## config.mk

```make
export PLATFORM = sky130hd
export DESIGN_NAME = emd_scaler_flat
export DESIGN_NICKNAME = d
export VERILOG_FILES = /design/src/rtl/emd_pkg.sv /design/src/rtl/emd_result_if.sv /design/src/rtl/emd_scaler.sv /design/src/flat_wrapper.sv
export SDC_FILE = /design/constraint.sdc
export NUM_CORES = 2
export LEC_CHECK = 0
export BUFFER_PORTS_ARGS = -buffer_cell sky130_fd_sc_hd__buf_2
export CORE_UTILIZATION = 39
export DETAILED_ROUTE_END_ITERATION = 8
export SLEW_MARGIN = 40
export SYNTH_ARGS = -nofsm -noshare
export SYNTH_HDL_FRONTEND = slang
export SYNTH_SLANG_ARGS = --single-unit
```

## constraint.sdc

```tcl
create_clock -name clk -period 8.5 [get_ports clk]
set_input_delay 1.275 -clock clk [delete_from_list [all_inputs] [get_ports clk]]
set_output_delay 1.275 -clock clk [all_outputs]
set_load 0.05 [all_outputs]
```

## src/rtl/emd_pkg.sv

```systemverilog
// Package: shared constants and types for the energy meter packet deframer.
package emd_pkg;

  localparam int unsigned BYTE_W  = 8;
  localparam int unsigned RAW_W   = 24;
  localparam int unsigned SCALE_W = 24;
  localparam int unsigned PROD_W  = RAW_W + SCALE_W;
  localparam int unsigned IDX_W   = 5;
  localparam int unsigned CFG_IDX_W = 2;

  localparam logic [IDX_W-1:0] PKT_LAST = IDX_W'(23);
  localparam logic [IDX_W-1:0] V_POS    = IDX_W'(6);
  localparam logic [IDX_W-1:0] I_POS    = IDX_W'(15);
  localparam logic [IDX_W-1:0] P_POS    = IDX_W'(18);

  localparam logic [SCALE_W-1:0] VOLTAGE_SCALE_RST = SCALE_W'(167772);
  localparam logic [SCALE_W-1:0] CURRENT_SCALE_RST = SCALE_W'(16777);
  localparam logic [SCALE_W-1:0] POWER_SCALE_RST   = SCALE_W'(167772);

  localparam logic [CFG_IDX_W-1:0] REG_VOLTAGE_SCALE = CFG_IDX_W'(0);
  localparam logic [CFG_IDX_W-1:0] REG_CURRENT_SCALE = CFG_IDX_W'(1);
  localparam logic [CFG_IDX_W-1:0] REG_POWER_SCALE   = CFG_IDX_W'(2);

  typedef struct packed {
    logic               ok;
    logic [RAW_W-1:0]   voltage_raw;
    logic [RAW_W-1:0]   current_raw;
    logic [RAW_W-1:0]   power_raw;
    logic [BYTE_W-1:0]  received_sum;
    logic [BYTE_W-1:0]  computed_sum;
  } pkt_t;

  typedef struct packed {
    logic [SCALE_W-1:0] voltage_scale;
    logic [SCALE_W-1:0] current_scale;
    logic [SCALE_W-1:0] power_scale;
  } scales_t;

endpackage

```

## src/rtl/emd_result_if.sv

```systemverilog
// Interface: packet result channel.
interface emd_result_if;
  logic                        valid;
  logic                        ready;
  logic                        checksum_ok;
  logic [emd_pkg::RAW_W-1:0]   voltage_raw;
  logic [emd_pkg::RAW_W-1:0]   current_raw;
  logic [emd_pkg::RAW_W-1:0]   power_raw;
  logic [emd_pkg::PROD_W-1:0]  voltage_scaled;
  logic [emd_pkg::PROD_W-1:0]  current_scaled;
  logic [emd_pkg::PROD_W-1:0]  power_scaled;
  logic [emd_pkg::BYTE_W-1:0]  received_sum;
  logic [emd_pkg::BYTE_W-1:0]  computed_sum;

  modport source (output valid, output checksum_ok, output voltage_raw, output current_raw,
                  output power_raw, output voltage_scaled, output current_scaled,
                  output power_scaled, output received_sum, output computed_sum,
                  input ready);
  modport sink   (input valid, input checksum_ok, input voltage_raw, input current_raw,
                  input power_raw, input voltage_scaled, input current_scaled,
                  input power_scaled, input received_sum, input computed_sum,
                  output ready);
endinterface

```

## src/rtl/emd_scaler.sv

```systemverilog
// Scaler: product stage, held values and result output register.
module emd_scaler (
  input  logic              clk,
  input  logic              rst,
  input  logic              pkt_valid,
  output logic              pkt_ready,
  input  emd_pkg::pkt_t     pkt,
  input  emd_pkg::scales_t  scales,
  emd_result_if.source      result
);

  logic                        prod_valid;
  emd_pkg::pkt_t               prod_pkt;
  logic [emd_pkg::PROD_W-1:0]  voltage_prod;
  logic [emd_pkg::PROD_W-1:0]  current_prod;
  logic [emd_pkg::PROD_W-1:0]  power_prod;
  logic                        prod_go;
  logic [emd_pkg::PROD_W-1:0]  voltage_held;
  logic [emd_pkg::PROD_W-1:0]  current_held;
  logic [emd_pkg::PROD_W-1:0]  power_held;
  logic [emd_pkg::PROD_W-1:0]  voltage_held_next;
  logic [emd_pkg::PROD_W-1:0]  current_held_next;
  logic [emd_pkg::PROD_W-1:0]  power_held_next;
  logic                        out_valid;

  assign prod_go   = !out_valid || result.ready;
  assign pkt_ready = !prod_valid || prod_go;

  assign voltage_held_next = prod_pkt.ok ? voltage_prod : voltage_held;
  assign current_held_next = prod_pkt.ok ? current_prod : current_held;
  assign power_held_next   = prod_pkt.ok ? power_prod   : power_held;

  always_ff @(posedge clk) begin
    if (rst) begin
      prod_valid   <= 1'b0;
      out_valid    <= 1'b0;
      voltage_held <= '0;
      current_held <= '0;
      power_held   <= '0;
    end else begin
      if (pkt_ready) begin
        prod_valid <= pkt_valid;
      end
      if (prod_go) begin
        out_valid <= prod_valid;
        if (prod_valid) begin
          voltage_held <= voltage_held_next;
          current_held <= current_held_next;
          power_held   <= power_held_next;
        end
      end
    end
  end

  always_ff @(posedge clk) begin
    if (pkt_valid && pkt_ready) begin
      prod_pkt     <= pkt;
      voltage_prod <= {{emd_pkg::SCALE_W{1'b0}}, pkt.voltage_raw}
                    * {{emd_pkg::RAW_W{1'b0}}, scales.voltage_scale};
      current_prod <= {{emd_pkg::SCALE_W{1'b0}}, pkt.current_raw}
                    * {{emd_pkg::RAW_W{1'b0}}, scales.current_scale};
      power_prod   <= {{emd_pkg::SCALE_W{1'b0}}, pkt.power_raw}
                    * {{emd_pkg::RAW_W{1'b0}}, scales.power_scale};
    end
    if (prod_valid && prod_go) begin
      result.checksum_ok    <= prod_pkt.ok;
      result.voltage_raw    <= prod_pkt.voltage_raw;
      result.current_raw    <= prod_pkt.current_raw;
      result.power_raw      <= prod_pkt.power_raw;
      result.voltage_scaled <= voltage_held_next;
      result.current_scaled <= current_held_next;
      result.power_scaled   <= power_held_next;
      result.received_sum   <= prod_pkt.received_sum;
      result.computed_sum   <= prod_pkt.computed_sum;
    end
  end

  assign result.valid = out_valid;

endmodule

```

## src/flat_wrapper.sv

```systemverilog
// flat-port wrapper written by rule: the top's interface ports become plain ports
module emd_scaler_flat 
  (clk, rst, pkt_valid, pkt_ready, pkt, scales, result_valid, result_checksum_ok, result_voltage_raw, result_current_raw, result_power_raw, result_voltage_scaled, result_current_scaled, result_power_scaled, result_received_sum, result_computed_sum, result_ready);
  emd_result_if result_i ();
  input  logic clk;
  input  logic rst;
  input  logic pkt_valid;
  output logic pkt_ready;
  input  emd_pkg::pkt_t pkt;
  input  emd_pkg::scales_t scales;
  output wire logic [$bits(result_i.valid)-1:0] result_valid;
  output wire logic [$bits(result_i.checksum_ok)-1:0] result_checksum_ok;
  output wire logic [$bits(result_i.voltage_raw)-1:0] result_voltage_raw;
  output wire logic [$bits(result_i.current_raw)-1:0] result_current_raw;
  output wire logic [$bits(result_i.power_raw)-1:0] result_power_raw;
  output wire logic [$bits(result_i.voltage_scaled)-1:0] result_voltage_scaled;
  output wire logic [$bits(result_i.current_scaled)-1:0] result_current_scaled;
  output wire logic [$bits(result_i.power_scaled)-1:0] result_power_scaled;
  output wire logic [$bits(result_i.received_sum)-1:0] result_received_sum;
  output wire logic [$bits(result_i.computed_sum)-1:0] result_computed_sum;
  input wire logic [$bits(result_i.ready)-1:0] result_ready;
  assign result_valid = result_i.valid;
  assign result_checksum_ok = result_i.checksum_ok;
  assign result_voltage_raw = result_i.voltage_raw;
  assign result_current_raw = result_i.current_raw;
  assign result_power_raw = result_i.power_raw;
  assign result_voltage_scaled = result_i.voltage_scaled;
  assign result_current_scaled = result_i.current_scaled;
  assign result_power_scaled = result_i.power_scaled;
  assign result_received_sum = result_i.received_sum;
  assign result_computed_sum = result_i.computed_sum;
  assign result_i.ready = result_ready;
  emd_scaler u_core (.clk(clk), .rst(rst), .pkt_valid(pkt_valid), .pkt_ready(pkt_ready), .pkt(pkt), .scales(scales), .result(result_i));
endmodule
```

==> flow_results.xml <==
<?xml version="1.0" encoding="UTF-8"?>
<metrics>
  <group name="run_status">
    <metric name="outcome" unit="">completed</metric>
  </group>
  <group name="place">
    <metric name="gp_congestion" unit="">0.894</metric>
    <metric name="placedInstanceArea" unit="mm²">0.0831</metric>
    <metric name="port_buffers" unit="">399</metric>
    <metric name="dpl.hpwl" unit="µm">165000</metric>
  </group>
  <group name="detailed_routing">
    <metric name="count_of_routing_violations_after_the_opening_detailed_route_iteration" unit="">3233</metric>
    <metric name="routed_via_density" unit="">4.94</metric>
    <metric name="total_via_count_after_detailed_routing" unit="">52500</metric>
    <metric name="drcViolationCount" unit="">0</metric>
    <metric name="first_pass_iters" unit="">6</metric>
    <metric name="ant_nets" unit="">0</metric>
    <metric name="postRouteWirelength" unit="µm">204000</metric>
    <metric name="avgRoutedWirePerCell" unit="µm">19.2</metric>
  </group>
  <group name="global_route">
    <metric name="grtUsageTotal" unit="%">21.0</metric>
    <metric name="grt.overflow.total" unit="">0</metric>
    <metric name="grt_pass1_wl" unit="µm">324000</metric>
    <metric name="number_of_antenna_violations_at_the_first_check_in_global_routing" unit="">7</metric>
    <metric name="grt_pass1_vias" unit="">57300</metric>
    <metric name="grt_max_degree" unit="">119</metric>
  </group>
  <group name="worst_setup_path">
    <metric name="r2r_cells" unit="">5</metric>
    <metric name="timing.rr.end" unit="">u_core.power_held[41]$_SDFFE_PP0P_</metric>
    <metric name="critical_path.reg2reg.startpoint" unit="">u_core.prod_pkt[88]$_DFFE_PP_</metric>
    <metric name="timing.critical_path.required" unit="ns">8.94</metric>
    <metric name="worst_path_dominant_cell_family" unit="">adder cells</metric>
    <metric name="critical_path.endpoint_type" unit="">flop</metric>
    <metric name="critical_path.startpoint_type" unit="">primary input</metric>
    <metric name="cp_slowest_stage_delay" unit="ns">0.58</metric>
    <metric name="path_class" unit="">in2reg</metric>
    <metric name="reg2reg_slack" unit="ns">5.92</metric>
    <metric name="cpMostUsedCell" unit="">sky130_fd_sc_hd__fa_1</metric>
    <metric name="timing.critical_path.slowest_stage_cell" unit="">sky130_fd_sc_hd__a31oi_1</metric>
    <metric name="critical_path.n_buffers_inverters" unit="">7</metric>
    <metric name="path_max_fanout" unit="">17</metric>
    <metric name="timing.critical_path.arrival" unit="ns">8.60</metric>
  </group>
  <group name="final_layout">
    <metric name="post-route-util" unit="%">43.5</metric>
    <metric name="fill_cells" unit="">19100</metric>
    <metric name="final_cell_area" unit="mm²">0.0858</metric>
    <metric name="multi_input_area" unit="mm²">0.0529</metric>
    <metric name="nets" unit="">10100</metric>
    <metric name="area_growth_syn_to_layout" unit="%">10.7</metric>
    <metric name="drive_above_1_share" unit="%">11.2</metric>
    <metric name="seqCellArea" unit="mm²">0.0169</metric>
  </group>
  <group name="floorplanning">
    <metric name="initial_core_util" unit="%">39.3</metric>
    <metric name="die_area" unit="mm²">0.201</metric>
    <metric name="height_of_the_chip" unit="µm">448</metric>
    <metric name="boundaryPins" unit="">400</metric>
    <metric name="core_area" unit="mm²">0.197</metric>
    <metric name="floorplan.die.width" unit="µm">448</metric>
    <metric name="placement_row_count" unit="">163</metric>
  </group>
  <group name="timing">
    <metric name="setup_repair_after_global_routing_missed_its_margin" unit="">no</metric>
    <metric name="worst_slew_pin_slew" unit="ns">0.970</metric>
    <metric name="fmaxAchievable" unit="MHz">123</metric>
    <metric name="setup_viol_count_final" unit="">0</metric>
    <metric name="period_needed" unit="ns">8.16</metric>
    <metric name="timing_hold_violations_final" unit="">0</metric>
    <metric name="final.setup_skew" unit="ns">0.0330</metric>
    <metric name="post-route-period-util" unit="%">96.0</metric>
    <metric name="drv_slew" unit="">0</metric>
    <metric name="max_slew_margin" unit="%">35.3</metric>
  </group>
  <group name="worst_hold_path">
    <metric name="min_delay_worst_endpoint" unit="">u_core.result.power_raw[20]$_DFFE_PP_</metric>
    <metric name="min_path_type" unit="">reg2reg</metric>
    <metric name="worstHoldStart" unit="">u_core.prod_pkt[36]$_DFFE_PP_</metric>
    <metric name="holdPathStages" unit="">0</metric>
  </group>
  <group name="synthesis">
    <metric name="dominantRegCellSynth" unit="">sky130_fd_sc_hd__edfxtp_1</metric>
    <metric name="synthArstFlopShare" unit="%">0</metric>
    <metric name="edff_count_synth" unit="">466</metric>
    <metric name="netlist.top_cell.by_area" unit="">sky130_fd_sc_hd__fa_1</metric>
    <metric name="post-synth-top-area-fraction" unit="%">37.3</metric>
    <metric name="synthesis.instances" unit="">7602</metric>
    <metric name="synth_cell_types" unit="">69</metric>
    <metric name="synthesis.area" unit="mm²">0.0775</metric>
    <metric name="synth_most_common_cell" unit="">sky130_fd_sc_hd__inv_1</metric>
    <metric name="synth_seq_cells" unit="">612</metric>
    <metric name="synth.yosys.warnings" unit="">0</metric>
    <metric name="number_of_nets_produced_by_synthesis" unit="">9735</metric>
    <metric name="part_of_the_yosys_area_used_for_sequential_elements" unit="%">21.8</metric>
    <metric name="post_synth_main_area_contributors" unit="">sky130_fd_sc_hd__fa_1 (37%), sky130_fd_sc_hd__edfxtp_1 (18%), sky130_fd_sc_hd__ha_1 (8.4%)</metric>
    <metric name="synthesis.area_per_instance" unit="µm²">10.2</metric>
    <metric name="synth.top_cells.by_count" unit="">sky130_fd_sc_hd__inv_1 (1,672), sky130_fd_sc_hd__fa_1 (1,446), sky130_fd_sc_hd__nand2_1 (941), sky130_fd_sc_hd__and2_1 (868), sky130_fd_sc_hd__ha_1 (522)</metric>
  </group>
  <group name="clock_tree">
    <metric name="cts.htree.levels" unit="">3</metric>
    <metric name="clock_latency" unit="ns">0.70</metric>
    <metric name="postCtsSetupRepairBufs" unit="">0</metric>
    <metric name="clk_root_buffer_cell" unit="">sky130_fd_sc_hd__clkbuf_16</metric>
    <metric name="cts-hold-fix-buffers" unit="">0</metric>
    <metric name="clockBufferDepth" unit="">3</metric>
    <metric name="clkSlewWorstSetupHoldPaths" unit="ns">0.06</metric>
    <metric name="tritoncts" unit="">done</metric>
    <metric name="cts_sinks" unit="">612</metric>
    <metric name="cts_repair_resize_count" unit="">0</metric>
    <metric name="cts_made_buffers" unit="">75</metric>
  </group>
  <group name="flow_run">
    <metric name="timing.max_cap.violations" unit="">0</metric>
  </group>
</metrics>
through the flow:
stage	instances	worst slack (ns)	hold WS [ns]	setup TNS [ns]
after detailed placement	10500	-0.203	0.405	-0.590
after CTS	10600	0.576	0.413	0
after global routing	10600	0.162	0.419	0
final	10600	0.338	0.413	0
after floorplan	7602	0.0458	0.400	0
after global placement	10500	-0.124	0.400	-0.348
state kept, by name, indices dropped and copies added, names as in the netlist, 24 cells and up:
name and cells:
u_core.result.power_raw 24, u_core.result.power_scaled 48, u_core.voltage_prod 48, u_core.prod_pkt 89, u_core.power_prod 48, u_core.result.current_raw 24, u_core.current_held 48, u_core.result.voltage_raw 24
u_core.current_prod 48, u_core.voltage_held 48, u_core.result.current_scaled 48, u_core.power_held 48, u_core.result.voltage_scaled 48
cell usage in the layout (no fill, tap or decap), drive strengths merged, types with 21 or more instances in the layout:
cell type	instances
a21o	51
a21oi	141
and2	868
buf	611
clkbuf	102
dfxtp	146
edfxtp	466
fa	1446
ha	522
inv	1681
mux2	144
mux2i	145
nand2	941
nand3	21
nand4	26
nor2	214
o21ai	80
o21bai	28
xnor2	94
xor2	38
worst max-delay path by stage:
stage / from / to / slack [ns] / depth (start not counted)
detailed placement: scales[57] / u_core.voltage_prod[46]$_DFFE_PP_ / -0.20 / 25
global placement: scales[57] / u_core.voltage_prod[46]$_DFFE_PP_ / -0.12 / 25
CTS: scales[57] / u_core.voltage_prod[46]$_DFFE_PP_ / 0.58 / 25
floorplan: result_ready / u_core.power_held[38]$_SDFFE_PP0P_ / 0.05 / 6
global route: scales[48] / u_core.voltage_prod[46]$_DFFE_PP_ / 0.16 / 24
finish: scales[57] / u_core.voltage_prod[46]$_DFFE_PP_ / 0.34 / 25
final cells by class:
class | count | area share, %
Multi-Input combinational cell | 4952 | 61.7
Sequential cell | 612 | 19.7
Inverter | 1672 | 7.31
Timing Repair Buffer | 611 | 4.31
Tap cell | 2640 | 3.85
Clock buffer | 102 | 2.46
Clock inverter | 36 | 0.669
Antenna cell | 4 | 0.0117
routing by layer:
layer / track usage, % / routed length, µm / vias to the layer above
met5: 0 / 26 / -
met1: 26.1 / 82200 / 27100
li1: - / - / 23600
met4: 9.72 / 10500 / 4
met2: 36.2 / 101000 / 1532
met3: 2.74 / 10500 / 337
cell families (layout without fill, tap and decap cells):
kind of cell | after synthesis | in the layout | share of synthesized area [%]
DFF | 612 | 612 | 21.8
AOI/OAI and AO/OA | 415 | 415 | 3.47
other | 0 | 4 | 0
and+or+nand+nor | 2148 | 2148 | 13.6
muxes | 289 | 289 | 3.96
xor gates and xnor gates | 132 | 132 | 1.49
adders and majority gates | 1968 | 1968 | 45.8
buffers and inverters | 2038 | 2421 | 9.92
Power is not shown: default switching activity piles up to over one toggle a cycle in this logic, so the estimate is an artifact.
