--- config.mk ---
export PLATFORM = sky130hd
export DESIGN_NAME = emd_framer_flat
export DESIGN_NICKNAME = d
export VERILOG_FILES = /design/src/rtl/emd_pkg.sv /design/src/rtl/emd_byte_if.sv /design/src/rtl/emd_framer.sv /design/src/flat_wrapper.sv
export SDC_FILE = /design/constraint.sdc
export NUM_CORES = 1
export LEC_CHECK = 0
export ABC_CLOCK_PERIOD_IN_PS = 4190
export BUFFER_PORTS_ARGS = -buffer_cell sky130_fd_sc_hd__buf_2
export CORE_ASPECT_RATIO = 0.75
export CORE_MARGIN = 1
export CORE_UTILIZATION = 49
export DETAILED_ROUTE_END_ITERATION = 7
export PLACE_DENSITY = 0.71
export SYNTH_ARGS = -nofsm -noshare
export SYNTH_HDL_FRONTEND = slang
export SYNTH_SLANG_ARGS = --single-unit
--- constraint.sdc ---
create_clock -name clk -period 4.19 [get_ports clk]
set_input_delay 0.419 -clock clk [delete_from_list [all_inputs] [get_ports clk]]
set_output_delay 0.419 -clock clk [all_outputs]
set_load 0.02 [all_outputs]
--- src/rtl/emd_pkg.sv ---
// Package: shared constants and types for the energy meter packet deframer.
package emd_pkg;

  localparam int unsigned BYTE_W  = 8;
  localparam int unsigned RAW_W   = 24;
  localparam int unsigned SCALE_W = 24;
  localparam int unsigned PROD_W  = RAW_W + SCALE_W;
  localparam int unsigned IDX_W   = 5;
  localparam int unsigned CFG_IDX_W = 2;

  localparam logic [IDX_W-1:0] PKT_LAST = IDX_W'(23);
  localparam logic [IDX_W-1:0] V_POS    = IDX_W'(6);
  localparam logic [IDX_W-1:0] I_POS    = IDX_W'(15);
  localparam logic [IDX_W-1:0] P_POS    = IDX_W'(18);

  localparam logic [SCALE_W-1:0] VOLTAGE_SCALE_RST = SCALE_W'(167772);
  localparam logic [SCALE_W-1:0] CURRENT_SCALE_RST = SCALE_W'(16777);
  localparam logic [SCALE_W-1:0] POWER_SCALE_RST   = SCALE_W'(167772);

  localparam logic [CFG_IDX_W-1:0] REG_VOLTAGE_SCALE = CFG_IDX_W'(0);
  localparam logic [CFG_IDX_W-1:0] REG_CURRENT_SCALE = CFG_IDX_W'(1);
  localparam logic [CFG_IDX_W-1:0] REG_POWER_SCALE   = CFG_IDX_W'(2);

  typedef struct packed {
    logic               ok;
    logic [RAW_W-1:0]   voltage_raw;
    logic [RAW_W-1:0]   current_raw;
    logic [RAW_W-1:0]   power_raw;
    logic [BYTE_W-1:0]  received_sum;
    logic [BYTE_W-1:0]  computed_sum;
  } pkt_t;

  typedef struct packed {
    logic [SCALE_W-1:0] voltage_scale;
    logic [SCALE_W-1:0] current_scale;
    logic [SCALE_W-1:0] power_scale;
  } scales_t;

endpackage

--- src/rtl/emd_byte_if.sv ---
// Interface: received byte channel.
interface emd_byte_if;
  logic                       valid;
  logic                       ready;
  logic [emd_pkg::BYTE_W-1:0] rx_byte;

  modport source (output valid, output rx_byte, input ready);
  modport sink   (input valid, input rx_byte, output ready);
endinterface

--- src/rtl/emd_framer.sv ---
// Framer: byte counter, running checksum, field capture and packet register.
module emd_framer (
  input  logic              clk,
  input  logic              rst,
  emd_byte_if.sink          rx,
  output logic              pkt_valid,
  input  logic              pkt_ready,
  output emd_pkg::pkt_t     pkt
);

  logic [emd_pkg::IDX_W-1:0]  byte_index;
  logic [emd_pkg::BYTE_W-1:0] running_sum;
  logic [emd_pkg::RAW_W-1:0]  voltage_capture;
  logic [emd_pkg::RAW_W-1:0]  current_capture;
  logic [emd_pkg::RAW_W-1:0]  power_capture;
  logic                       accept;
  logic [emd_pkg::BYTE_W-1:0] b;
  logic                       pkt_valid_next;

  assign rx.ready = !pkt_valid || pkt_ready;
  assign accept   = rx.valid && rx.ready;
  assign b        = rx.rx_byte;

  assign pkt_valid_next = (accept && byte_index == emd_pkg::PKT_LAST) ||
                          (pkt_valid && !pkt_ready);

  always_ff @(posedge clk) begin
    if (rst) begin
      byte_index      <= '0;
      running_sum     <= '0;
      voltage_capture <= '0;
      current_capture <= '0;
      power_capture   <= '0;
      pkt_valid       <= 1'b0;
    end else begin
      pkt_valid <= pkt_valid_next;
      if (accept) begin
        if (byte_index < emd_pkg::PKT_LAST) begin
          running_sum <= running_sum + b;
          byte_index  <= byte_index + emd_pkg::IDX_W'(1);
          if (byte_index >= emd_pkg::V_POS && byte_index < emd_pkg::V_POS + emd_pkg::IDX_W'(3))
          begin
            voltage_capture <= {voltage_capture[emd_pkg::RAW_W-emd_pkg::BYTE_W-1:0], b};
          end
          if (byte_index >= emd_pkg::I_POS && byte_index < emd_pkg::I_POS + emd_pkg::IDX_W'(3))
          begin
            current_capture <= {current_capture[emd_pkg::RAW_W-emd_pkg::BYTE_W-1:0], b};
          end
          if (byte_index >= emd_pkg::P_POS && byte_index < emd_pkg::P_POS + emd_pkg::IDX_W'(3))
          begin
            power_capture <= {power_capture[emd_pkg::RAW_W-emd_pkg::BYTE_W-1:0], b};
          end
        end else begin
          // last byte emits a packet; an index past the end just restarts
          byte_index  <= '0;
          running_sum <= '0;
        end
      end
    end
  end

  always_ff @(posedge clk) begin
    if (accept && byte_index == emd_pkg::PKT_LAST) begin
      pkt.ok           <= (b == running_sum);
      pkt.voltage_raw  <= voltage_capture;
      pkt.current_raw  <= current_capture;
      pkt.power_raw    <= power_capture;
      pkt.received_sum <= b;
      pkt.computed_sum <= running_sum;
    end
  end

endmodule

--- src/flat_wrapper.sv ---
// flat-port wrapper written by rule: the top's interface ports become plain ports
module emd_framer_flat 
  (clk, rst, pkt_valid, pkt_ready, pkt, rx_valid, rx_rx_byte, rx_ready);
  emd_byte_if rx_i ();
  input  logic clk;
  input  logic rst;
  output logic pkt_valid;
  input  logic pkt_ready;
  output emd_pkg::pkt_t pkt;
  input wire logic [$bits(rx_i.valid)-1:0] rx_valid;
  input wire logic [$bits(rx_i.rx_byte)-1:0] rx_rx_byte;
  output wire logic [$bits(rx_i.ready)-1:0] rx_ready;
  assign rx_i.valid = rx_valid;
  assign rx_i.rx_byte = rx_rx_byte;
  assign rx_ready = rx_i.ready;
  emd_framer u_core (.clk(clk), .rst(rst), .rx(rx_i), .pkt_valid(pkt_valid), .pkt_ready(pkt_ready), .pkt(pkt));
endmodule
==> results list, run 1 <==
* Arrival time worst endpoint: roughly 3 ns
- Worst setup EP type: register
- In the routed design, unresolved DRC markers number 0.
* Startpoint type of the worst setup path: register
* Vias per cell: 5.09
* Largest family of logic cells by synthesized area: simple AND/OR/NAND/NOR gates
- Via count of the routed design: approximately 3.9k
- Area growth syn-to-layout: 18.5%
* Share of final-layout standard cells stronger than drive strength 1: 25.5%
- Based on the critical path, the design can be clocked at up to 379 MHz.
* Register area share after synthesis: 69.6%
- After synthesis, the largest area contributor takes up 42.3% of total cell area.
- The count of final max-slew check failures came to 0.
- Wire length of the first global-routing pass: between 15 and 20 mm
* Worst ir drop on vdd: approximately 350 uV
- Of all cell types, the one taking the most synthesized area is sky130_fd_sc_hd__edfxtp_1.
- Sink count of the clock tree: 175
* Overflow after GRT: 0
- After detailed routing, the average wire length per cell comes to 15.6 um.
* Final Cell Area: 7480 sq um
- The detailed router finished its first iteration with 276 violations.
- Clock-pin slew was measured on the worst setup and hold paths at 0.06 ns.
- The floorplan step set the die width to 133 um.
- Synthesis produced a netlist with a net count of approximately 500.
- The mapped netlist covers 6320 sq um.
- Hold-fix buffer count after cts: 0
- At the pin with the least slew margin, the transition time is 0.980 ns.
- The number of global-route vias before repair is 3,552.
* Maximum level of the CTS H-tree: 4
- CTS tree: yes
- The routed design has 11.8 mm of wire.
- Die Height: 100 um
* Least setup slack across all paths after layout: 1.55 ns
* Count of cell types in the netlist: 46
* Hold WC Path Type: input pin to register
- The number of antenna diodes in the final layout is 0.
* Number of antenna violations at the first check in global routing: 0
* Pin count of the biggest net entering global routing: 51
* Commonest cells after routing, fill and taps aside: 102 x sky130_fd_sc_hd__buf_2, 89 x sky130_fd_sc_hd__edfxtp_1, 86 x sky130_fd_sc_hd__dfxtp_1
- FP Rows: 35
- Insertion delay of the later-clocked pin in the worst-skew pair: 0.42 ns
* Cells taking the most area after synthesis: sky130_fd_sc_hd__edfxtp_1 42%, sky130_fd_sc_hd__dfxtp_1 27%, sky130_fd_sc_hd__mux2i_1 7.9%, sky130_fd_sc_hd__nand2_1 3.4%, sky130_fd_sc_hd__nor2_1 3.2%
* Number of hold violations in the final report: 0
- Post-synthesis simple-gate area fraction: 10.4%
* Share of async-settable or async-resettable flops after synthesis: 0%
* Post-synthesis area per instance: 13.2 sq um
* Headroom to the max-slew limit: 34.4%
- Period utilisation layout: 63.1%
- For this run, the total global-route usage over all layers was measured as a little under a fifth.
- Starting density of the core: 50.8%
* Mapped Cells: 479
- After routing, the total negative slack on setup checks comes to 0 ns.
- Number of gates resized after CTS: 0
- Synth Flop Type: sky130_fd_sc_hd__edfxtp_1
- During I/O placement, the number of pins put on the boundary was approximately 100.
- For this run, the detailed router's first-pass iteration total came to 4.
- Leakage power of the design: between 3 and 4 nW
* Standard cell core area: 12,400 sq um
* Count of port buffers added during placement: approximately 100
- Along the worst path, the maximum fanout reaches 24.
- At the end of the flow, the number of nets in the layout was 601.
* Post-synthesis adder-cell area fraction: 2.30%
- DPL Wire Length: 7.49 mm
- Power density normalized to cell area: 466 nW/um^2
* Buffers inserted during post-CTS setup optimization: 0
- The clock period could shrink to around 2.6 ns.
* Chain of cells forming the critical path: ha_1 > and3_1 > ha_1 > a41oi_2 > nor2_1 > o21ai_4 > mux2i_1 > nor2_1
- Summing the areas of all xor and xnor instances in the mapped netlist gives less than 1% of the synthesized area.
* Total of flip-flops plus latches after synthesis: 175
- RSZ-0062 raised after global routing: false
* Post-synth EDFFs: around 90
* Final setup violating endpoints: 0
- Complex-gate fraction of the synthesized area: 5.92%
- In this run the cell area measured after placement is 6900 sq um.
- Post-placement worst setup slack: about 1.5 ns
* Delay of the slowest critical-path stage: 0.77 ns
- For the final database, setup skew stands at 0.00760 ns.
* Clk Tree Root Cell: sky130_fd_sc_hd__clkbuf_16
* Result of the run: finished, final reports clean
* Die Outline Area: about 13,000 sq um
- Routability-driven placement finished with a final weighted congestion of between 0.8 and 0.9.
* Number of warnings issued by yosys: 0
- Max-cap violations in this run came to 0.
- The longest clock path from root to sink contains 2 buffers.
* Slowest cell on the critical path: sky130_fd_sc_hd__o21ai_4
* Number of buffers added by the clock tree synthesis step: 17
* Critical path type: register to register
* Multiplexer share of the synthesized area: under 10%
* Remaining number of nets flagged by the antenna check after routing: 0
* Commonest non-fill, non-tap cell in the layout: sky130_fd_sc_hd__buf_2
* Required arrival time at the worst endpoint: 4.48 ns
registers in the layout, summed over array words and instances (netlist names):
name                    count
u_core.running_sum          8
u_core.pkt_valid            1
u_core.current_capture     24
u_core.byte_index           5
u_core.power_capture       24
u_core.voltage_capture     24
u_core.pkt                 89
Yosys cell counts, types with 3 or more instances:
cell / instances
sky130_fd_sc_hd__edfxtp_1: 89
sky130_fd_sc_hd__xnor2_1: 4
sky130_fd_sc_hd__buf_2: 6
sky130_fd_sc_hd__nand3b_1: 3
sky130_fd_sc_hd__nor2_1: 54
sky130_fd_sc_hd__clkbuf_1: 11
sky130_fd_sc_hd__nand3_1: 7
sky130_fd_sc_hd__dfxtp_1: 86
sky130_fd_sc_hd__inv_1: 3
sky130_fd_sc_hd__nor3_1: 5
sky130_fd_sc_hd__nand2_1: 58
sky130_fd_sc_hd__o21ai_1: 5
sky130_fd_sc_hd__ha_1: 10
sky130_fd_sc_hd__mux2i_1: 50
sky130_fd_sc_hd__buf_6: 8
sky130_fd_sc_hd__a21oi_1: 39
sky130_fd_sc_hd__or3_1: 3
power breakdown:
part           switching (mW)  total [mW]  internal [mW]
combinational          0.0754       0.121         0.0458
sequential             0.0144        1.81           1.80
clock                   0.665        1.56          0.892
total                   0.755        3.49           2.73
per-stage QoR:
| stage | power (mW) | hold WS [ns] | std cells | utilization (%) |
|---|---|---|---|---|
| global placement | 1.96 | 0.412 | 725 | 55.5 |
| global route | 3.61 | 0.316 | 757 | 60.2 |
| detailed placement | 1.97 | 0.417 | 725 | 55.5 |
| CTS | 3.51 | 0.320 | 757 | 60.2 |
| floorplan | 1.93 | 0.408 | 479 | - |
| finish | 3.49 | 0.323 | 757 | 60.2 |
cells by family (layout without fill, tap and decap cells):
| family | Yosys count | count (layout) |
|---|---|---|
| flops | 175 | 175 |
| simple gates | 146 | 146 |
| compound gates | 60 | 60 |
| mux | 50 | 50 |
| buf+inv | 31 | 143 |
| fa+ha+maj | 11 | 11 |
| xor+xnor | 6 | 6 |
final cells by class:
type / instances / area (sq um)
fillers: 1013 / 4950
flip-flops and latches: 175 / 4390
multi-input cells: 273 / 1730
repair buffers: 107 / 548
clock buffers: 18 / 429
well taps: 166 / 208
clock inverters: 14 / 158
inverters: 4 / 16.3
critical path: cells and delay by family (launching register included):
kind	cells	cell delay, ns
flip-flops	1	0.45
AND/OR/NAND/NOR	3	0.33
adder cells (fa/ha/maj)	2	0.49
multiplexers	1	0.31
AO/OA/AOI/OAI	2	0.92
final timing paths:
path / start / end / slack [ns] / cells after the start
max: u_core.byte_index[1] / u_core.current_capture[18] / 1.55 / 8
min: rx_rx_byte[4] / u_core.pkt[12] / 0.32 / 1
max reg2reg: u_core.byte_index[1] / u_core.current_capture[18] / 1.55 / 8
min reg2reg: u_core.power_capture[17] / u_core.pkt[33] / 0.43 / 0
metal layers:
layer | global-route usage, % | up-vias | wire, um
li1 | - | 1889 | -
met3 | 4.85 | 9 | 590
met5 | 0 | - | 0
met1 | 25.1 | 1848 | 5610
met4 | 5.68 | 0 | 84
met2 | 29.0 | 106 | 5510
Note: power is estimated with default switching activity, not from simulation.
==> run 2, diff against run 1 <==
Settings changed: ABC_CLOCK_PERIOD_IN_PS 4190 to 2700.
Clock period 4.19 ns to 2.7 ns, I/O delays scaled along.
==> run 2 against run 1 <==
  * Utilization increased by 0.44 points
  * Count of clock-buffer cells in the layout unchanged
  * Sequential cell count is the same
  * Global-route usage is 0.58 points higher
  * Sequential power increased by 55%
  * Die area unchanged
  * First-iteration DRC count fell by 21%
  * Via count increased by 2.5%
  * Critical path depth increased by 1
  * Clock skew down 0.00091 ns
  * Register-to-register slack worse by 1.1 ns
  * Power increased by 55%
  * Critical endpoint unchanged
==> results list, run 2 (synthesis gave the netlist of run 1 again) <==
* Result of the run: finished, final reports clean
- The leakage component of the power was 3.13 nW (+0.48%).
- The detailed-route wire length is 12.1 mm (+2.8%).
* DPL Wire Length: 7.68 mm (+2.5%)
* Fin Clk Skew: 0.00669 ns (-0.000913 ns)
- The first-pass GRT wire length is 19.1 mm (+2.7%).
* Worst setup EP type: register
- RSZ-0062 raised after global routing: false
- u_core.pkt holds more flip-flops than any other register.
- The worst hold path belongs to the class input pin to register.
- Clk Tree Root Cell: sky130_fd_sc_hd__clkbuf_16
- The initial core utilization was 50.8% (unchanged).
- Vias per cell: 5.19 (+1.9%)
* Share of final-layout standard cells stronger than drive strength 1: 26.2% (+0.67 points)
- Power density normalized to cell area: 719 nW/um^2 (+54%)
- Via count of the routed design: 3,947 (+2.5%)
- Longest Clk Path Bufs: 2 (unchanged)
- Final setup violating endpoints: 0 (unchanged)
- The standard cell core area was 12,400 sq um (unchanged).
- The number of rows created at floorplan was 35 (unchanged).
- Number of buffers added by the clock tree synthesis step: 17 (unchanged)
- The library cell used most frequently in the layout, excluding fill and tap cells, is sky130_fd_sc_hd__buf_2.
- The clock-pin slew of the registers on the worst-case setup and hold paths is 0.06 ns (about the same).
* Number of nets at the end of the flow: 605 (+0.67%)
* Total power of the final layout: 5.42 mW (+55%)
- Flip-flop count of the largest register, all copies and words added: 89 (unchanged)
- Final Max Tran Viols: 0 (unchanged)
* Buffers inserted during post-CTS setup optimization: 0 (unchanged)
* Measured slew at the worst slew-check pin: 0.480 ns (-0.501 ns)
- The number of sinks driven by the clock tree is 175 (unchanged).
- The critical path is of the register to register type.
* Number of antenna cells inserted: 0 (unchanged)
* Horizontal die dimension: 133 um (unchanged)
- Final total negative setup slack: 0 ns (unchanged)
- Max_cap viols: 0 (unchanged)
- The die footprint was 13,400 sq um (unchanged).
* Die Height: 100 um (unchanged)
- TritonCTS built the clock tree.
- The number of global-route vias before repair is 3,695 (+4.0%).
- The number of gates given a new drive strength after cts is 0 (unchanged).
- Arrival time worst endpoint: 2.51 ns (-0.42 ns)
* Number of antenna violations at the first check in global routing: 0 (unchanged)
* Cell area after placement: 6960 sq um (+0.85%)
- Worst-path fanout max: 24 (unchanged)
- The first-iteration detailed-routing DRC count came to 219 (-21%).
- Insertion delay of the later-clocked pin in the worst-skew pair: 0.42 ns (about the same)
* Overflow after GRT: 0 (unchanged)
- The tightest hold margin is 0.171 ns (-0.153 ns).
- Required arrival time at the worst endpoint: 3.00 ns (-1.48 ns)
- Worst ir drop on vdd: 484 uV (+40%)
- In the layout the commonest cells are 102 x sky130_fd_sc_hd__buf_2, 89 x sky130_fd_sc_hd__edfxtp_1, 85 x sky130_fd_sc_hd__dfxtp_1.
- The number of remaining DRC errors is 0 (unchanged).
- Number of primary I/O pins: 103 (unchanged)
- The count of port buffers added during placement came to 102 (unchanged).
- The portion of the clock cycle consumed by the worst path in the final layout was 82.0% (+19 points).
* Maximum level of the CTS H-tree: 4 (unchanged)
- The wire length per cell is 15.9 um (+2.2%).
- The achievable clock frequency was 452 MHz (+19%).
- Startpoint type of the worst setup path: register
- Hold-fix buffer count after cts: 0 (unchanged)
* Area growth syn-to-layout: 19.4%
- Number of hold violations in the final report: 0 (unchanged)
- The overall track demand over capacity in global routing came to 19.0% (+0.58 points).
* Final critical delay including setup and external delays: 2.21 ns (-0.429 ns)
* Final Cell Area: 7540 sq um (+0.74%)
- The number of nets still failing antenna checks after routing was 0 (unchanged).
- Headroom to the max-slew limit: 68.0% (+34 points)
* Post-layout utilization of the core: 60.6% (+0.44 points)
- The length of the first detailed-routing pass in iterations came to 4 (unchanged).
- Pin count of the biggest net entering global routing: 71 (+39%)
- GP Congestion: 0.828 (+1.3%)
## run 2: changes by cell type in the layout (fill, tap and decap cells not counted), sizes merged
cell | previous run | this run
buf | 107 | 111
clkinv | 7 | 4
clkinvlp | 1 | 3
inv | 8 | 9
## run 2: worst max-delay path: stages, from the launching register on
cell	delay (ns)
sky130_fd_sc_hd__dfxtp_1	0.39
sky130_fd_sc_hd__ha_1	0.27
sky130_fd_sc_hd__and3_1	0.19
sky130_fd_sc_hd__ha_1	0.18
sky130_fd_sc_hd__a41oi_2	0.14
sky130_fd_sc_hd__nor2_1	0.08
sky130_fd_sc_hd__o21ai_4	0.13
sky130_fd_sc_hd__buf_4	0.38
sky130_fd_sc_hd__mux2i_1	0.25
sky130_fd_sc_hd__nor2_1	0.06
## run 2: where the power goes
group / switching [mW] / internal, mW / leakage, nW / total [mW]
Sequential: 0.0185 / 2.79 / 1.51 / 2.81
Combinational: 0.123 / 0.0746 / 1.34 / 0.198
Clock: 1.04 / 1.38 / 0.284 / 2.42
## run 2: worst paths after layout
path / start / endpoint / slack (ns) / cells after the start
setup / recovery: u_core.byte_index[0] / u_core.current_capture[18] / 0.49 / 9
hold reg to reg: u_core.power_capture[16] / u_core.pkt[32] / 0.43 / 0
hold / removal: rx_rx_byte[2] / u_core.pkt[10] / 0.17 / 1
setup reg to reg: u_core.byte_index[0] / u_core.current_capture[18] / 0.49 / 9
## run 2: cell type report
class | instances | area, sq um
well taps | 166 | 208
repair buffers | 111 | 603
multi-input cells | 273 | 1730
inverters | 4 | 18.8
fillers | 1011 | 4900
flip-flops and latches | 175 | 4400
clock inverters | 14 | 154
clock buffers | 18 | 429
## run 2: stage by stage
step,worst slack [ns],cells
detailed placement,0.506,729
global route,0.332,761
floorplan,0.0130,479
finish,0.487,761
global placement,0.577,729
CTS,0.493,761
## run 2: per-layer routing
layer  up-vias  share of wire, %  track usage (%)
li1       1895                 -                -
met1      1913                48             26.5
met2       114                46             28.7
met3        25               4.5             4.04
met4         0               2.1             8.57
met5         -                 0                0
==> run 3, diff against run 2 <==
Settings changed: ABC_CLOCK_PERIOD_IN_PS 2700 to 2200.
Clock period 2.7 ns to 2.2 ns, I/O delays scaled along.
==> run 3 against run 2 <==
  * Critical path depth is 4 lower
  * Wire length is 1.6% higher
  * Maximum frequency is 9.8% higher
  * Sequential share of layout area decreased by 0.75 points
  * Final cell count rose by 0.66%
  * Global-route usage rose by 0.37 points
  * Register-to-register slack worse by 0.30 ns
  * Sequential cell count did not move
  * Highest routed layer unchanged
==> results list, run 3 (synthesis gave the netlist of run 1 again) <==
- The wire length per cell was 16.1 um (+0.94%).
- Result of the run: finished, final reports clean
* Flip-flop count of the largest register, all copies and words added: 89 (unchanged)
* Period utilisation layout: 91.6% (+9.6 points)
* Number of antenna violations at the first check in global routing: 0 (unchanged)
* Least setup slack across all paths after layout: 0.185 ns (-0.302 ns)
- The max-capacitance violation count came to 0 (unchanged).
- The placed wire-length estimate is 7.92 mm (+3.1%).
* Logic gate share of total power: 3.6% (about the same)
* Clock-pin slew on the worst setup and hold paths: 0.07 ns (about the same)
- Startpoint type of the worst setup path: register
* Final critical delay including setup and external delays: 2.01 ns (-0.198 ns)
- Insertion delay of the later-clocked pin in the worst-skew pair: 0.42 ns (about the same)
- Final Max Tran Viols: 0 (unchanged)
* Endpoint of the most critical setup path: u_core.voltage_capture[10]
* Total iterations of the first detailed-routing run: 4 (unchanged)
- The total clock buffers created by CTS is 17 (unchanged).
- RSZ-0062 raised after global routing: false
- Final total negative setup slack: 0 ns (unchanged)
* Power density normalized to cell area: 884 nW/um^2 (+23%)
- Share of power burned in the clock network: 45.4% (+0.8 points)
- The post-layout net count is 610 (+0.83%).
- The standard cell core area was 12,400 sq um (unchanged).
* Register-to-Register Path Depth: 5 (-4)
- Power Internal: 5.38 mW (+27%)
- The number of sinks driven by the clock tree is 175 (unchanged).
- The leakage component of the power was 3.12 nW (-0.37%).
* Fin Clk Skew: 0.00903 ns (+0.00234 ns)
* Net Sw Power: 1.38 mW (+17%)
- Starting density of the core: 50.8% (unchanged)
- GP Congestion: 0.858 (+3.7%)
- The die footprint was 13,400 sq um (unchanged).
- FP Rows: 35 (unchanged)
- Worst R2R Start: u_core.byte_index[3]
- Critical path type: register to register
- In this run the worst setup path begins at u_core.byte_index[3].
* Hold WC Path Type: input pin to register
- Multi-input logic area: 1740 sq um (+0.29%)
* Tightest hold margin: 0.0921 ns (-0.0786 ns)
* Drt drc: 0 (unchanged)
- Count of port buffers added during placement: 102 (unchanged)
- The overall track demand over capacity in global routing came to 19.4% (+0.37 points).
* Commonest cells after routing, fill and taps aside: 102 x sky130_fd_sc_hd__buf_2, 89 x sky130_fd_sc_hd__edfxtp_1, 85 x sky130_fd_sc_hd__dfxtp_1
* Worst ir drop on vdd: 578 uV (+19%)
- Register containing the most flip-flops in the final layout: u_core.pkt
- Arrival time worst endpoint: 2.36 ns (-0.15 ns)
- Wirelength, routed: 12.3 mm (+1.6%)
* Share of final-layout standard cells stronger than drive strength 1: 26.8% (+0.61 points)
- Remaining number of nets flagged by the antenna check after routing: 0 (unchanged)
- The share of the core filled with cells was 61.4% (+0.82 points).
* Buffers inserted during post-CTS setup optimization: 0 (unchanged)
- CTS placed an instance of sky130_fd_sc_hd__clkbuf_16 at the clock tree root.
- Horizontal die dimension: 133 um (unchanged)
- Wire length of the first global-routing pass: 19.2 mm (+0.98%)
- TritonCTS built the clock tree.
- The maximum fanout count along the critical path is 24 (unchanged).
* Number of antenna cells inserted: 0 (unchanged)
- The height of the chip was 100 um (unchanged).
- Worst reg2reg setup slack: 0.19 ns (-0.30 ns)
- Register area: 4400 sq um (about the same)
- The final hold violation count was 0 (unchanged).
- The achievable clock frequency came to 496 MHz (+9.8%).
- Via count of the routed design: 3,904 (-1.1%)
* Hold-fix buffer count after cts: 0 (unchanged)
- The switching power as a share of total power was 20.4% (-1.4 points).
- Vias per cell: 5.10 (-1.7%)
- The measured slew at the worst slew-check pin was 0.836 ns (+0.356 ns).
* Post-placement worst setup slack: 0.238 ns (-0.268 ns)
- The top-level port count was 103 (unchanged).
- Longest Clk Path Bufs: 2 (unchanged)
- The number of gates given a new drive strength after cts was 0 (unchanged).
- The first-iteration detailed-routing DRC count was 216 (-1.4%).
* Headroom to the max-slew limit: 44.3% (-24 points)
* Worst setup EP type: register
* Overflow after GRT: 0 (unchanged)
* Maximum level of the CTS H-tree: 4 (unchanged)
- The endpoint identified for the worst register-to-register timing path is u_core.voltage_capture[10].
- Total power of the final layout: 6.75 mW (+25%)
* Final setup violating endpoints: 0 (unchanged)
* Area growth syn-to-layout: 21.0%
- Via count of the first global-routing pass: 3,707 (+0.32%)
- Leaving out fill and tap cells, the most frequent cell in the layout is sky130_fd_sc_hd__buf_2.
* Required arrival time at the worst endpoint: 2.54 ns (-0.46 ns)
* Filler cells: 998 (-1.3%)
- Pin count of the biggest net entering global routing: 52 (-27%)
- The power share of the sequential group was 51.0% (-0.8 points).
## run 3: cell count changes in the layout (fill, tap and decap cells not counted)
cell	delta
sky130_fd_sc_hd__nand3_2	+1
sky130_fd_sc_hd__clkinv_2	-2
sky130_fd_sc_hd__dfxtp_4	+1
sky130_fd_sc_hd__inv_6	-2
sky130_fd_sc_hd__inv_8	-1
sky130_fd_sc_hd__buf_12	+2
sky130_fd_sc_hd__clkinv_4	+2
sky130_fd_sc_hd__bufinv_16	+1
sky130_fd_sc_hd__buf_4	+3
sky130_fd_sc_hd__clkinvlp_4	-1
sky130_fd_sc_hd__dfxtp_2	-1
sky130_fd_sc_hd__nand3_1	-1
sky130_fd_sc_hd__clkbuf_8	+2
sky130_fd_sc_hd__clkbuf_1	+1
## run 3: through the flow
stage	instances	area, sq um
after floorplan	479	6330
after global placement	734	7030
after detailed placement	734	7030
after CTS	766	7640
after global routing	766	7640
final	766	7640
## run 3: how the worst min path moves through the flow
stage                          startpoint             end  cells after the start
5_1_grt                     rx_rx_byte[0]   u_core.pkt[8]                      1
6_report                    rx_rx_byte[0]   u_core.pkt[8]                      1
3_3_place_gp   u_core.voltage_capture[22]  u_core.pkt[86]                      0
3_5_place_dp   u_core.voltage_capture[16]  u_core.pkt[80]                      0
4_1_cts                     rx_rx_byte[0]   u_core.pkt[8]                      1
2_1_floorplan               rx_rx_byte[2]  u_core.pkt[10]                      0
## run 3: critical path: stages (launching register included)
cell                      delay, ns
sky130_fd_sc_hd__dfxtp_1       0.47
sky130_fd_sc_hd__and3b_1       0.21
sky130_fd_sc_hd__a21oi_1       0.20
sky130_fd_sc_hd__or3_1         0.70
sky130_fd_sc_hd__nand2_1       0.16
sky130_fd_sc_hd__a21oi_1       0.20
## run 3: layout make-up
class	count	share of cell area, %
repair buffers	116	8.71
flip-flops and latches	175	57.6
clock buffers	21	6.03
well taps	166	2.72
clock inverters	11	2.03
inverters	4	0.246
multi-input cells	273	22.7
## run 3: power groups by stage
stage / clock, mW / combinational, mW / sequential, mW
floorplan: 0 / 0.175 / 3.51
global placement: 0 / 0.244 / 3.51
detailed placement: 0 / 0.242 / 3.51
CTS: 3.11 / 0.244 / 3.44
global route: 3.25 / 0.272 / 3.44
finish: 3.07 / 0.244 / 3.44
## run 3: per-layer routing
metal  wire length (um)  vias up  GRT usage [%]
met3                557       12           5.25
met5                  0        -              0
met1               6000     1884           25.9
met2               5640      109           31.1
li1                   -     1899              -
met4                109        0           5.59
